<file path="src/rtl/unordered_key_value_table_assert.svh">
// ---------------------------------------------------------------------------
// Assertion macros for the unordered key/value table.
// Concurrent checks that fall away when SYNTHESIS is defined.
// ---------------------------------------------------------------------------
`ifndef UNORDERED_KEY_VALUE_TABLE_ASSERT_SVH
`define UNORDERED_KEY_VALUE_TABLE_ASSERT_SVH

`ifndef SYNTHESIS

// The property must hold at every clock edge outside reset.
`define UKVT_ASSERT(lbl, clk, rst, prop, msg) \
  lbl: assert property (@(posedge clk) disable iff (rst) (prop)) else $error(msg);

// The expression must never be true outside reset.
`define UKVT_ASSERT_NEVER(lbl, clk, rst, expr, msg) \
  lbl: assert property (@(posedge clk) disable iff (rst) !(expr)) else $error(msg);

`else

`define UKVT_ASSERT(lbl, clk, rst, prop, msg)
`define UKVT_ASSERT_NEVER(lbl, clk, rst, expr, msg)

`endif

`endif

</file>
<file path="src/rtl/ukvt_pkg.sv">
// ---------------------------------------------------------------------------
// ukvt_pkg
// Types, codes and widths shared by the key/value table modules.
// ---------------------------------------------------------------------------
package ukvt_pkg;

  localparam int FUNC_W    = 2;
  localparam int KEY_W     = 32;
  localparam int VAL_W     = 32;
  localparam int STATUS_W  = 2;
  localparam int CNT_W     = 5;
  localparam int DEPTH_DEF = 16;

  localparam logic [CNT_W-1:0] CAP_RESET = 5'd16;

  typedef enum logic [FUNC_W-1:0] {
    FUNC_INSERT = 2'd0,
    FUNC_SEARCH = 2'd1,
    FUNC_DELETE = 2'd2
  } func_t;

  typedef enum logic [STATUS_W-1:0] {
    ST_DONE = 2'd0,
    ST_FULL = 2'd1,
    ST_MISS = 2'd2
  } status_t;

  // Read address source for the entry RAM.
  typedef enum logic [1:0] {
    RD_NEXT = 2'd0,
    RD_ZERO = 2'd1,
    RD_LAST = 2'd2
  } rd_sel_t;

  typedef struct packed {
    logic    latch;
    logic    ins_write;
    logic    move_write;
    logic    idx_clear;
    logic    idx_step;
    rd_sel_t rd_sel;
    logic    res_load;
    status_t res_status;
    logic    res_take_data;
    logic    out_load;
  } cmd_t;

  typedef struct packed {
    func_t func;
    logic  room;
    logic  empty;
    logic  hit;
    logic  last;
    logic  out_free;
  } sts_t;

  function automatic int addr_w(int depth);
    return (depth > 1) ? $clog2(depth) : 1;
  endfunction

endpackage

</file>
<file path="src/rtl/ukvt_ram.sv">
// ---------------------------------------------------------------------------
// ukvt_ram
// Generic single-write, single-read RAM with a registered read port.
// ---------------------------------------------------------------------------
module ukvt_ram #(
  parameter int WIDTH = 64,
  parameter int DEPTH = 16
) (
  input  logic                                 clk,
  input  logic                                 wr_en,
  input  logic [ukvt_pkg::addr_w(DEPTH)-1:0]   wr_addr,
  input  logic [WIDTH-1:0]                     wr_data,
  input  logic [ukvt_pkg::addr_w(DEPTH)-1:0]   rd_addr,
  output logic [WIDTH-1:0]                     rd_data
);

  logic [WIDTH-1:0] mem [DEPTH];

  always_ff @(posedge clk) begin
    if (wr_en) begin
      mem[wr_addr] <= wr_data;
    end
    rd_data <= mem[rd_addr];
  end

endmodule

</file>
<file path="src/rtl/ukvt_dp.sv">
// ---------------------------------------------------------------------------
// ukvt_dp
// Datapath: operand and capacity registers, fill count, scan index,
// entry RAM and the result and output registers.
// ---------------------------------------------------------------------------
`include "unordered_key_value_table_assert.svh"

module ukvt_dp #(
  parameter int DEPTH = ukvt_pkg::DEPTH_DEF
) (
  input  logic                           clk,
  input  logic                           rst,
  input  ukvt_pkg::cmd_t                 cmd,
  output ukvt_pkg::sts_t                 sts,
  input  logic                           cfg_wen,
  input  logic [ukvt_pkg::CNT_W-1:0]     cfg_wdata,
  input  logic [ukvt_pkg::FUNC_W-1:0]    func,
  input  logic [ukvt_pkg::KEY_W-1:0]     key,
  input  logic [ukvt_pkg::VAL_W-1:0]     value,
  output logic                           out_valid,
  input  logic                           out_ready,
  output logic [ukvt_pkg::STATUS_W-1:0]  status,
  output logic [ukvt_pkg::VAL_W-1:0]     found_value,
  output logic [ukvt_pkg::CNT_W-1:0]     entry_count
);
  import ukvt_pkg::*;

  localparam int AW = addr_w(DEPTH);
  localparam int EW = KEY_W + VAL_W;

  logic [FUNC_W-1:0]   op_func;
  logic [KEY_W-1:0]    op_key;
  logic [VAL_W-1:0]    op_value;
  logic [CNT_W-1:0]    capacity;
  logic [CNT_W-1:0]    count;
  logic [AW-1:0]       cmp_idx;
  logic [STATUS_W-1:0] res_status;
  logic [VAL_W-1:0]    res_found;
  logic [STATUS_W-1:0] out_status;
  logic [VAL_W-1:0]    out_found;
  logic [CNT_W-1:0]    out_count;

  logic                ram_wr_en;
  logic [AW-1:0]       ram_wr_addr;
  logic [EW-1:0]       ram_wr_data;
  logic [AW-1:0]       ram_rd_addr;
  logic [EW-1:0]       ram_rd_data;
  logic [AW-1:0]       last_idx;
  logic                out_free;

  assign last_idx = AW'(count - 1'b1);
  assign out_free = !out_valid || out_ready;

  always_ff @(posedge clk) begin
    if (rst) begin
      capacity <= CAP_RESET;
    end else if (cfg_wen) begin
      capacity <= cfg_wdata;
    end
  end

  always_ff @(posedge clk) begin
    if (cmd.latch) begin
      op_func  <= func;
      op_key   <= key;
      op_value <= value;
    end
  end

  always_ff @(posedge clk) begin
    if (rst) begin
      count <= '0;
    end else if (cmd.ins_write) begin
      count <= count + 1'b1;
    end else if (cmd.move_write) begin
      count <= count - 1'b1;
    end
  end

  always_ff @(posedge clk) begin
    if (cmd.idx_clear) begin
      cmp_idx <= '0;
    end else if (cmd.idx_step) begin
      cmp_idx <= cmp_idx + 1'b1;
    end
  end

  // Insert appends at the fill count; delete moves the last entry into the hit slot.
  always_comb begin
    ram_wr_en   = cmd.ins_write || cmd.move_write;
    ram_wr_addr = cmd.move_write ? cmp_idx : AW'(count);
    ram_wr_data = cmd.move_write ? ram_rd_data : {op_key, op_value};
    case (cmd.rd_sel)
      RD_ZERO: ram_rd_addr = '0;
      RD_LAST: ram_rd_addr = last_idx;
      default: ram_rd_addr = cmp_idx + 1'b1;
    endcase
  end

  ukvt_ram #(
    .WIDTH (EW),
    .DEPTH (DEPTH)
  ) u_ram (
    .clk     (clk),
    .wr_en   (ram_wr_en),
    .wr_addr (ram_wr_addr),
    .wr_data (ram_wr_data),
    .rd_addr (ram_rd_addr),
    .rd_data (ram_rd_data)
  );

  always_ff @(posedge clk) begin
    if (cmd.res_load) begin
      res_status <= cmd.res_status;
      res_found  <= cmd.res_take_data ? ram_rd_data[VAL_W-1:0] : '0;
    end
  end

  always_ff @(posedge clk) begin
    if (rst) begin
      out_valid <= 1'b0;
    end else if (cmd.out_load) begin
      out_valid <= 1'b1;
    end else if (out_ready) begin
      out_valid <= 1'b0;
    end
  end

  always_ff @(posedge clk) begin
    if (cmd.out_load) begin
      out_status <= res_status;
      out_found  <= res_found;
      out_count  <= count;
    end
  end

  assign status      = out_status;
  assign found_value = out_found;
  assign entry_count = out_count;

  always_comb begin
    sts.func     = func_t'(op_func);
    sts.room     = (32'(count) < 32'(capacity)) && (32'(count) < DEPTH);
    sts.empty    = (count == '0);
    sts.hit      = (ram_rd_data[EW-1:VAL_W] == op_key);
    sts.last     = (cmp_idx == last_idx);
    sts.out_free = out_free;
  end

  `UKVT_ASSERT(a_ins_count, clk, rst, cmd.ins_write |=> count == $past(count) + 1'b1, "insert did not grow the count")
  `UKVT_ASSERT(a_del_count, clk, rst, cmd.move_write |=> count == $past(count) - 1'b1, "delete did not shrink the count")
  `UKVT_ASSERT_NEVER(a_ins_room, clk, rst, cmd.ins_write && !sts.room, "insert written past the limit")
  `UKVT_ASSERT_NEVER(a_out_over, clk, rst, cmd.out_load && !out_free, "result overwrote a waiting word")

endmodule

</file>
<file path="src/rtl/ukvt_ctrl.sv">
// ---------------------------------------------------------------------------
// ukvt_ctrl
// Controller: sequences decode, the entry scan, the delete move and the
// hand-off of each result to the output register.
// ---------------------------------------------------------------------------
module ukvt_ctrl (
  input  logic           clk,
  input  logic           rst,
  input  logic           in_valid,
  output logic           in_ready,
  input  ukvt_pkg::sts_t sts,
  output ukvt_pkg::cmd_t cmd
);
  import ukvt_pkg::*;

  typedef enum logic [4:0] {
    S_IDLE   = 5'b00001,
    S_DECODE = 5'b00010,
    S_SCAN   = 5'b00100,
    S_MOVE   = 5'b01000,
    S_RESULT = 5'b10000
  } state_t;

  state_t state;
  state_t state_next;

  always_ff @(posedge clk) begin
    if (rst) begin
      state <= S_IDLE;
    end else begin
      state <= state_next;
    end
  end

  assign in_ready = (state == S_IDLE);

  always_comb begin
    state_next     = state;
    cmd            = '0;
    cmd.rd_sel     = RD_NEXT;
    cmd.res_status = ST_DONE;
    case (state)
      S_IDLE: begin
        if (in_valid) begin
          cmd.latch  = 1'b1;
          state_next = S_DECODE;
        end
      end
      S_DECODE: begin
        case (sts.func)
          FUNC_INSERT: begin
            cmd.res_load = 1'b1;
            if (sts.room) begin
              cmd.ins_write = 1'b1;
            end else begin
              cmd.res_status = ST_FULL;
            end
            state_next = S_RESULT;
          end
          FUNC_SEARCH, FUNC_DELETE: begin
            if (sts.empty) begin
              cmd.res_load   = 1'b1;
              cmd.res_status = ST_MISS;
              state_next     = S_RESULT;
            end else begin
              cmd.rd_sel    = RD_ZERO;
              cmd.idx_clear = 1'b1;
              state_next    = S_SCAN;
            end
          end
          default: begin
            cmd.res_load = 1'b1;
            state_next   = S_RESULT;
          end
        endcase
      end
      S_SCAN: begin
        // The RAM word in hand belongs to the slot at the scan index.
        if (sts.hit) begin
          if (sts.func == FUNC_SEARCH) begin
            cmd.res_load      = 1'b1;
            cmd.res_take_data = 1'b1;
            state_next        = S_RESULT;
          end else begin
            cmd.rd_sel = RD_LAST;
            state_next = S_MOVE;
          end
        end else if (sts.last) begin
          cmd.res_load   = 1'b1;
          cmd.res_status = ST_MISS;
          state_next     = S_RESULT;
        end else begin
          cmd.idx_step = 1'b1;
        end
      end
      S_MOVE: begin
        cmd.move_write = 1'b1;
        cmd.res_load   = 1'b1;
        state_next     = S_RESULT;
      end
      S_RESULT: begin
        if (sts.out_free) begin
          cmd.out_load = 1'b1;
          state_next   = S_IDLE;
        end
      end
      default: begin
        state_next = S_IDLE;
      end
    endcase
  end

endmodule

</file>
<file path="src/rtl/unordered_key_value_table.sv">
// ---------------------------------------------------------------------------
// unordered_key_value_table
// Unsorted key/value table with a fill count and linear search.
// ---------------------------------------------------------------------------
// Each input word is an insert, search or delete; each gives one result word
// with a status, the found value and the entry count after the operation.
// The entries sit in one RAM with a single read port, and search and delete
// walk it from slot 0, one entry per cycle. An insert, an unused code, and a
// search or delete on an empty table go from decode straight to the result
// state; a delete that hits first moves the last entry into the hit slot.
// A new word is taken while the previous result still waits at the output
// register. Keys compare as raw 32-bit patterns; duplicates are stored and
// the lowest slot wins.
// ---------------------------------------------------------------------------
module unordered_key_value_table #(
  parameter int DEPTH = ukvt_pkg::DEPTH_DEF
) (
  input  logic                                 clk,
  input  logic                                 rst,
  input  logic                                 cfg_wen,
  input  logic [ukvt_pkg::CNT_W-1:0]           cfg_wdata,
  input  logic                                 in_valid,
  output logic                                 in_ready,
  input  logic [ukvt_pkg::FUNC_W-1:0]          func,
  input  logic signed [ukvt_pkg::KEY_W-1:0]    key,
  input  logic [ukvt_pkg::VAL_W-1:0]           value,
  output logic                                 out_valid,
  input  logic                                 out_ready,
  output logic [ukvt_pkg::STATUS_W-1:0]        status,
  output logic [ukvt_pkg::VAL_W-1:0]           found_value,
  output logic [ukvt_pkg::CNT_W-1:0]           entry_count
);
  import ukvt_pkg::*;

  cmd_t cmd;
  sts_t sts;

  ukvt_ctrl u_ctrl (
    .clk      (clk),
    .rst      (rst),
    .in_valid (in_valid),
    .in_ready (in_ready),
    .sts      (sts),
    .cmd      (cmd)
  );

  ukvt_dp #(
    .DEPTH (DEPTH)
  ) u_dp (
    .clk         (clk),
    .rst         (rst),
    .cmd         (cmd),
    .sts         (sts),
    .cfg_wen     (cfg_wen),
    .cfg_wdata   (cfg_wdata),
    .func        (func),
    .key         ($unsigned(key)),
    .value       (value),
    .out_valid   (out_valid),
    .out_ready   (out_ready),
    .status      (status),
    .found_value (found_value),
    .entry_count (entry_count)
  );

endmodule
</file>
<file path="config.mk">
export PLATFORM = sky130hd
export DESIGN_NAME = unordered_key_value_table
export DESIGN_NICKNAME = d
export VERILOG_FILES = /design/src/rtl/ukvt_pkg.sv /design/src/rtl/ukvt_ram.sv /design/src/rtl/ukvt_dp.sv /design/src/rtl/ukvt_ctrl.sv /design/src/rtl/unordered_key_value_table.sv
export VERILOG_INCLUDE_DIRS = /design/src /design/src/rtl
export SDC_FILE = /design/constraint.sdc
export NUM_CORES = 1
export LEC_CHECK = 0
export BUFFER_PORTS_ARGS = -buffer_cell sky130_fd_sc_hd__buf_2
export CAP_MARGIN = 20
export CELL_PAD_IN_SITES_DETAIL_PLACEMENT = 1
export CELL_PAD_IN_SITES_GLOBAL_PLACEMENT = 2
export CORE_AREA = 2 2 344 346
export CTS_CLUSTER_DIAMETER = 40
export DETAILED_ROUTE_END_ITERATION = 10
export DIE_AREA = 0 0 346 348
export PLACE_DENSITY = 0.79
export SLEW_MARGIN = 5
export SYNTH_ARGS = -nofsm -noshare
export SYNTH_HDL_FRONTEND = slang
export SYNTH_SLANG_ARGS = --single-unit
</file>
<file path="constraint.sdc">
create_clock -name clk -period 4.4 [get_ports clk]
set_clock_uncertainty 0.05 [all_clocks]
set_input_delay 0.88 -clock clk [delete_from_list [all_inputs] [get_ports clk]]
set_output_delay 0.88 -clock clk [all_outputs]
set_load 0.03 [all_outputs]
</file>
Word-level counts from Yosys, hierarchy flattened --
Memory sizes are Yosys's and may differ from the RTL's. A register that Yosys moved wholly into a read port is not among the register bits. Cells that the tools add are included.
Storage, ports and cells: register bits 159, memories 1, latch bits 0, memory bits (read-only) 0, bits in writable memories 1024
Memories:
- u_dp.u_ram.mem | words 16, bits a word 64, rd ports 1, clocked after Yosys merged registers in 1, write ports 1, line ukvt_ram.sv:17 | logic [WIDTH-1:0] mem [DEPTH];
Operators by class: $mul 0, div/mod/pow operators 0, $add $sub $neg 3, bitwise gates (word level) 0, reduce and logical (&&, ||, !) cells 10, $lt $le $gt $ge 2, equal/unequal tests 14, mux-type cells 48, shift-type cells 0
Operators by type and width (count):
- $mux 64 | 1
- $mux 5 | 9
- $eq 32x32->1 | 1
- $mux 1 | 25
- $pmux 5 s5 | 1
- $pmux 2 s2 | 3
- $mux 2 | 4
- $pmux 4 s2 | 1
- $mux 3 | 2
- $add 5x1->5 const B | 1
- $eq 5x1->1 const B | 1
- $eq 5x2->1 const B | 1
- $eq 5x3->1 const B | 1
- $eq 5x4->1 const B | 1
- $eq 5x5->1 const B | 1
- $logic_not 5->1 | 1
- $lt 5x5->1 | 1
- $lt 5x5->1 const B | 1
- $sub 5x1->5 const B | 1
- $add 4x1->4 const B | 1
- $eq 2x1->1 const B | 2
- $eq 2x2->1 const B | 2
- $eq 4x4->1 | 1
- $mux 4 | 1
- 11 further kinds | 13

Longest topological paths before layout --
Gate-level depths: netlist (run 1).
depth in word-level cells 8, gate-level depth with buffers 17, mapped depth without buffers 12

Modules after synthesis --
Synthesis (run 1) repeated with hierarchy kept, for this count alone.
Second synthesis, totals: cell total of the unflattened synthesis 2108, area, all modules 46535.9 µm²
Modules (own cells, without submodules):
- ukvt_ram | area an instance 39581.7 µm², seq. area each 32030.7 µm², instances 1, cells each 1647
- ukvt_dp | area an instance 6498.7 µm², seq. area each 4474.3 µm², instances 1, cells each 405
- ukvt_ctrl | area an instance 455.4 µm², seq. area each 100.1 µm², instances 1, cells each 56

Worst setup path before layout (run 1) --
No wires, ideal clock.
kind reg2reg, start point register u_dp.count[1], end point memory u_dp.u_ram.mem[7][0] (enable), data arrival time 4270 ps, setup slack -407 ps, buffers on the path 0, cell stages (with the launch flop) 7, required time 3863 ps, clock period less this slack 4807 ps, cells stage by stage dfxtp_1 -> ha_1 -> a21o_1 -> a21o_1 -> a211oi_2 -> a31oi_1 -> nor2_1
On the way: word-level cells in the longest chain between the ends 8, elaborated cells on any way between the ends 10, classes of those cells order compare: 2; mux: 6; reduce/logical: 2
RTL lines:
- start, declared | line ukvt_dp.sv:35 | logic [CNT_W-1:0] count;
- start signal, assigned | line ukvt_dp.sv:74 | count <= count + 1'b1;
- start signal, assigned | line ukvt_dp.sv:76 | count <= count - 1'b1;
- $lt 5x5->1 | line ukvt_dp.sv:143 | sts.room = (32'(count) < 32'(capacity)) && (32'(count) < DEPTH);
- $logic_and 1x1->1 | line ukvt_dp.sv:143
- $mux 1 | line ukvt_ctrl.sv:53 | if (sts.room) begin
- $mux 1 | line ukvt_ctrl.sv:50 | case (sts.func)
- $mux 1 | line ukvt_ctrl.sv:42 | case (state)
- $logic_or 1x1->1 | line ukvt_dp.sv:90 | ram_wr_en = cmd.ins_write || cmd.move_write;
- $mux 1 | line ukvt_ram.sv:20 | if (wr_en) begin
- $mux 1 (not written as such) | line ukvt_ram.sv:21 | mem[wr_addr] <= wr_data;
- end, declared | line ukvt_ram.sv:17
Parallel ways exist; a longest one is shown, timed or not.

Worst setup path after layout (run 1) --
start point register u_dp.op_key[7], end point register u_dp.u_ram.rd_data[58], read port of u_dp.u_ram.mem
On the way: word-level cells in the longest chain between the ends 5, elaborated cells on any way between the ends 6, classes of those cells eq/ne: 3; mux: 3
RTL lines:
- start, declared | line ukvt_dp.sv:32 | logic [KEY_W-1:0] op_key;
- start signal, assigned | line ukvt_dp.sv:65 | op_key <= key;
- $eq 32x32->1 (*) | line ukvt_dp.sv:145 | sts.hit = (ram_rd_data[EW-1:VAL_W] == op_key);
- $mux 2 (*) | line ukvt_ctrl.sv:79 | if (sts.hit) begin
- $pmux 2 s2 (*) | line ukvt_ctrl.sv:42
- $eq 2x2->1 or $eq 2x1->1 (tied branches) | line ukvt_dp.sv:93 | case (cmd.rd_sel)
- $pmux 4 s2 (*) | line ukvt_dp.sv:93
- end, declared | line ukvt_ram.sv:14 | output logic [WIDTH-1:0] rd_data
Mark *: on every way between the ends. The rest lies on a longest branch, timed or not. A chain may end at the register's enable or synchronous reset.

==> results of run 1 <==
==> per-layer routing <==
metal	vias to the layer above	share of wire, %	track usage (%)
met5	-	0.0053	0
met4	2	2.2	6.523
met3	214	5.3	3.549
met2	825	50	37.41
met1	14520	42	28.56
li1	12380	-	-
==> how the worst max path moves through the flow <==
| stage | from | to | slack (ns) | cells after the start |
|---|---|---|---|---|
| final | u_dp.op_key[7] | u_dp.u_ram.rd_data[58] | 0.06 | 14 |
| after global routing | u_dp.op_key[7] | u_dp.u_ram.rd_data[41] | -0.03 | 14 |
| after CTS | u_dp.op_key[10] | u_dp.u_ram.rd_data[32] | 0.005 | 14 |
| after detailed placement | u_dp.op_key[28] | u_dp.u_ram.rd_data[32] | -0.50 | 14 |
| after global placement | u_dp.op_key[28] | u_dp.u_ram.rd_data[8] | -0.26 | 14 |
| after floorplan | u_dp.count[1] | u_dp.u_ram.mem[7][0] | -0.41 | 6 |
==> report_power, final <==
part           total [mW]  switching [mW]  internal (mW)
clock network        12.9            5.20           7.70
registers            13.5           0.105           13.3
logic                1.22           0.851          0.372
total                27.6            6.16           21.4
==> registers in the layout, summed over array words and instances (netlist names), 4 cells and up <==
signal / flops
u_dp.u_ram.mem: 1024
u_dp.u_ram.rd_data: 64
u_dp.found_value: 32
u_dp.op_key: 32
u_dp.op_value: 32
u_dp.res_found: 32
u_ctrl.state: 5
u_dp.capacity: 5
u_dp.count: 5
u_dp.entry_count: 5
u_dp.cmp_idx: 4
==> cells in the final DEF (no fill, tap or decap), drive strengths merged, types with 35 or more instances in the layout <==
master,Yosys,final
nand2,458,458
clkbuf,107,199
o32ai,63,63
mux2i,210,210
a31oi,69,69
dfxtp,84,84
a211oi,254,254
clkinv,0,55
a211o,64,64
and3,68,68
mux2,65,65
edfxtp,1163,1163
inv,16,38
and2,223,223
nor2,35,35
buf,87,250
==> synthesized netlist by cell type, drive strengths merged (12+ instances only) <==
cell type / n / area, um^2
edfxtp: 1163 / 34920
nand2: 458 / 1719
a211oi: 254 / 1912
and2: 223 / 1395
mux2i: 210 / 2102
clkbuf: 107 / 406.6
buf: 87 / 475.5
dfxtp: 84 / 1682
a31oi: 69 / 431.7
and3: 68 / 425.4
mux2: 65 / 732.0
a211o: 64 / 560.5
o32ai: 63 / 551.8
nor2: 35 / 131.4
xor2: 34 / 297.8
inv: 16 / 60.06
ha: 12 / 150.1
nor3: 12 / 65.06
==> cell type report <==
class	count	area (um^2)
fillers	11140	59290
repair buffers	252	2490
multi-input cells	1642	11270
flip-flops and latches	1247	36610
clock buffers	197	4298
diodes	1	2.502
clock inverters	105	1042
inverters	16	60.06
well taps	1536	1922
==> cell families (layout without fill, tap and decap cells) <==
kind of cell | after synthesis | after routing
flops | 1247 | 1247
simple gates | 835 | 835
compound gates | 481 | 481
mux | 275 | 275
buf+inv | 210 | 570
xor+xnor | 39 | 39
fa+ha+maj | 12 | 12
other cells | 0 | 1
==> metrics by stage <==
step / cell area (um^2) / setup WS [ns] / cells
6_report: 57690 / 0.06450 / 4996
5_1_grt: 57690 / -0.02904 / 4995
4_1_cts: 57580 / 0.005160 / 4991
3_5_place_dp: 52220 / -0.5008 / 4688
3_3_place_gp: 52220 / -0.2637 / 4688
2_1_floorplan: 48550 / -0.4070 / 3099
==> what timing repair did <==
item                       in CTS  in global routing
setup buffers                   1                  2
setup endpoints to repair      64                 63
cloned                          0                  2
pin swaps                       1                  3
gates resized for setup         3                  7
==> out/metrics.yaml, run 1 <==
run_status:
  status: "completed"
detailed_routing:
  vias: 27930
  wire_per_inst_um: 26.47
  drt_iter0_drc: 2212
  wirelength_mm: 132.3
  firstDrtPassIters: 6
  route.detailed.drc: 0
  drtAntennaViolNets: 0
  via_per_inst: 5.591
placed_design:
  io_buffers: 116
  dp_hpwl_mm: 68.48
  gp_congestion: 0.7677
min_path:
  hold-path-endpoint: "u_dp.op_key[10]"
  hold-path-cell-count: 1
  min_from: "key[10]"
  min_path_type: "in -> reg"
setup_path:
  critPathLaunchType: "flop"
  r2r_start: "u_dp.op_key[7]"
  cp_slowest_cell: "edfxtp_1"
  r2r-end: "u_dp.u_ram.rd_data[58]"
  cp_slowest_stage_delay_ns: 0.49
  crit_arrival_ns: 4.95
  cp_top_family: "simple AND/OR/NAND/NOR gates"
  worst-path-buf-inv: 2
  critPathCaptureType: "flop"
  r2r_slack_ns: 0.06
  critPathMaxFanout: 23
  r2r_cells: 14
  path_class: "reg -> reg"
  cp_common_cell: "buf_12"
  required_ns: 5.02
  timing.critical_path.cells: "xor2_1, nor4_4, nand4_1, or2_4, nor3b_2, ha_1, nand2b_2, o21ai_4, buf_12, buf_12, mux2i_1, mux2_2, o32ai_1, a211o_1"
synth:
  synth_top_family_by_area: "simple AND/OR/NAND/NOR gates"
  synth_mux_area_share_pct: 5.837
  synth-seq-area-share_pct: 75.39
  yosysUniqueCellTypes: 54
  synth_xor_area_share_pct: 0.7035
  synth_fa_ha_area_share_pct: 0.3092
  ys_warn_count: 0
  syn_area_mm2: 0.04855
  synth_edf_count: 1163
  ys.flop_type: "edfxtp_1"
  synth-simple-area-share_pct: 8.236
  ys_seq_elements: 1247
  synthArstFlopShare_pct: 0
  syn_nets: 3187
  synth_compound_area_share_pct: 7.581
  avgSynthCellArea_um2: 15.67
  synthCells: 3099
sta:
  setup_viol: 0
  slew_viol_final: 0
  fin_setup_tns_ns: 0
  timing.fmax_mhz: 230.7
  final.min_clock_period_ns: 4.335
  finalCritPeriodShare_pct: 98.53
  whs_ns: 0.2260
  worst_slew_pin_slew_ns: 1.099
  hold_viol_final: 0
  relSlewSlack_pct: 26.37
die:
  die_w_um: 346
  start_util_pct: 41.51
  dieArea_mm2: 0.1204
  ios: 117
  row_count: 126
  dieHeight_um: 348
  coreArea_mm2: 0.1170
grt:
  track_usage_pct: 21.81
  grt_max_degree: 65
  grt_overflow: 0
  grt_pass1_vias: 29760
  antenna_found_initial: 5
  grt_pass1_wl_mm: 195.5
layout:
  final_core_utilization_pct: 49.32
  nNetsFinal: 3407
  drive_gt1_share_pct: 17.81
  areaGrowthSynthToFinish_pct: 18.81
clocking:
  holdBufCountCts: 0
  path_clk_slew_ns: 0.06
  cts_max_level: 4
  cts_buffer_depth: 3
  clock_sinks: 1247
  clkLatencyLatePin_ns: 0.78
  cts_root_buffer: "clkbuf_16"
  numCtsBuffers: 160
  tritoncts: "yes"
power_and_ir_drop:
  ir_worst_vdd_v: 0.0003493
  cellPowerDensity_mw_per_mm2: 478.0
  power.total_mw: 27.58
  p_leak_nw: 19.55
run:
  drv_cap: 0
Note: power is estimated with default switching activity, not from simulation.
==> run 2: changes to the inputs <==
--- a/config.mk
+++ b/config.mk
@@ -10,10 +10,11 @@
 export CAP_MARGIN = 20
 export CELL_PAD_IN_SITES_DETAIL_PLACEMENT = 1
 export CELL_PAD_IN_SITES_GLOBAL_PLACEMENT = 2
-export CORE_AREA = 2 2 344 346
+export CORE_AREA = 2 2 384 310
 export CTS_CLUSTER_DIAMETER = 40
 export DETAILED_ROUTE_END_ITERATION = 10
-export DIE_AREA = 0 0 346 348
+export DIE_AREA = 0 0 386 312
+export GPL_ROUTABILITY_DRIVEN = 0
 export PLACE_DENSITY = 0.79
 export SLEW_MARGIN = 5
 export SYNTH_ARGS = -nofsm -noshare
==> run 2 against run 1 <==
  * Critical path type unchanged
  * Wire length up 1.5%
  * Combinational power is 4% higher
  * Cell count up 0.40%
==> out/metrics.yaml, run 2 (same netlist as run 1, synthesis figures left out) <==
run_status:
  status: "completed"
layout:
  areaGrowthSynthToFinish_pct: 20.07
  final_core_utilization_pct: 50.18
  top_regs: "u_dp.u_ram.mem: 1024 flops, u_dp.u_ram.rd_data: 64 flops"
  nNetsFinal: 3429
  drive_gt1_share_pct: 19.13
  top_register: "u_dp.u_ram.mem"
  final_common_cell: "edfxtp_1"
  largest_reg_flops: 1024
  diodes: 0
  layout_common_cells: "edfxtp_1, nand2_1, a211oi_1, mux2i_1"
detailed_routing:
  via_per_inst: 5.608
  wirelength_mm: 134.2
  drt_iter0_drc: 2482
  route.detailed.drc: 0
  vias: 28130
  drtAntennaViolNets: 0
  firstDrtPassIters: 6
  wire_per_inst_um: 26.75
placed_design:
  io_buffers: 116
  dp_hpwl_mm: 69.71
grt:
  antenna_found_initial: 1
  grt_overflow: 0
  grt_pass1_vias: 29240
  track_usage_pct: 21.54
  grt_pass1_wl_mm: 191.7
  grt_max_degree: 110
power_and_ir_drop:
  power.total_mw: 28.19
  clock_power_share_pct: 47.8
  cellPowerDensity_mw_per_mm2: 483.5
  ir_worst_vdd_v: 0.0003977
  intPower_mw: 21.86
  p_seq_share_pct: 47.7
  power_switching_mw: 6.320
  p_leak_nw: 19.83
  comb_power_share_pct: 4.5
  sw_frac_of_total_pct: 22.42
sta:
  hold_viol_final: 0
  finalCritPeriodShare_pct: 97.93
  setup_viol: 0
  final.min_clock_period_ns: 4.309
  slew_viol_final: 0
  worst_slew_pin_slew_ns: 1.084
  timing.fmax_mhz: 232.1
  relSlewSlack_pct: 27.42
die:
  dieArea_mm2: 0.1204
  coreArea_mm2: 0.1162
  ios: 117
  start_util_pct: 41.79
  dieHeight_um: 312
  row_count: 112
  die_w_um: 386
setup_path:
  critPathMaxFanout: 15
  required_ns: 5.00
  path_class: "reg -> reg"
  cp_slowest_cell: "edfxtp_1"
  crit_arrival_ns: 4.91
  cp_slowest_stage_delay_ns: 0.46
  cp_common_cell: "buf_4"
  timing.critical_path.cells: "xor2_1, nor4_2, buf_4, nand4_1, buf_4, or2_2, nor3b_4, ha_4, nand2b_2, o21ai_4, buf_12, buf_12, buf_4, buf_16, mux2i_1, mux2_2, o32ai_1, a211o_1"
  critPathCaptureType: "flop"
  critPathLaunchType: "flop"
clocking:
  clock_sinks: 1247
  path_clk_slew_ns: 0.06
  cts_root_buffer: "clkbuf_16"
  tritoncts: "yes"
  clkLatencyLatePin_ns: 0.75
  cts_max_level: 4
  numCtsBuffers: 160
  cts_buffer_depth: 3
run:
  drv_cap: 0
min_path:
  min_path_type: "in -> reg"
run 2: changes by cell type in the layout (fill, tap and decap cells not counted), sizes merged:
cell,before,now
diode,1,0
bufinv,11,19
clkinvlp,17,21
inv,38,36
buf,250,265
clkinv,55,52
clkbuf,199,195
run 2: per-stage QoR:
step | setup TNS [ns] | cell area [um^2] | hold WS, ns | cells | setup WS, ns
global placement | 0 | 52140 | 0.3503 | 4688 | 0.09862
global route | -0.07867 | 58300 | 0.2120 | 5016 | -0.02801
detailed placement | -0.5682 | 52140 | 0.3561 | 4688 | -0.06569
CTS | 0 | 57760 | 0.1870 | 4986 | 0.05856
floorplan | -362.85 | 48550 | 0.3503 | 3099 | -0.4070
finish | 0 | 58300 | 0.2387 | 5016 | 0.09118
run 2: critical path: cells and delay by family (launching register included):
kind                       cells  cell delay (ns)
DFF                            1             0.46
and+or+nand+nor                5             1.26
muxes                          2             0.45
buffers and inverters          6             0.99
xor gates and xnor gates       1             0.21
adders and majority gates      1             0.25
AOI/OAI and AO/OA              3             0.50
run 2: final cells by class:
| type | count | area, um^2 |
|---|---|---|
| Fill cell | 10930 | 57880 |
| Sequential cell | 1247 | 36610 |
| Multi-Input combinational cell | 1642 | 11310 |
| Clock buffer | 186 | 4214 |
| Timing Repair Buffer | 274 | 2794 |
| Tap cell | 1539 | 1926 |
| Clock inverter | 112 | 1383 |
| Inverter | 16 | 60.06 |
run 2: what timing repair did:
| action | in CTS | in global routing |
|---|---|---|
| pin swaps | 0 | 3 |
| resized for setup | 4 | 24 |
| gates cloned | 0 | 10 |
| buffers inserted | 0 | 23 |
| setup endpoints to repair | 61 | 62 |
| hold buffers | 0 | 0 |
run 2: final timing paths:
check / start / to / slack [ns] / cells after the start
worst max-delay path: u_dp.op_key[12] / u_dp.u_ram.rd_data[40] / 0.09 / 18
worst min-delay path: key[22] / u_dp.op_key[22] / 0.24 / 1
worst max register to register: u_dp.op_key[12] / u_dp.u_ram.rd_data[40] / 0.09 / 18
worst min register to register: u_dp.res_found[31] / u_dp.found_value[31] / 0.37 / 0
run 2: metal layers:
metal / share of wire (%) / vias up / wire length [um] / global-route usage (%)
li1: - / 12410 / - / -
met1: 43 / 14660 / 58100 / 29.12
met2: 49 / 859 / 65880 / 36.01
met3: 5.5 / 204 / 7365 / 3.644
met4: 2.1 / 2 / 2838 / 5.704
met5: 0.0097 / - / 13 / 0
run 2: power by group through the flow:
stage / sequential (mW) / combinational [mW] / clock [mW]
floorplan: 13.7 / 0.726 / 0
global placement: 13.7 / 1.15 / 0
detailed placement: 13.7 / 1.20 / 0
CTS: 13.5 / 1.22 / 13.7
global route: 13.5 / 1.38 / 14.1
finish: 13.5 / 1.27 / 13.5
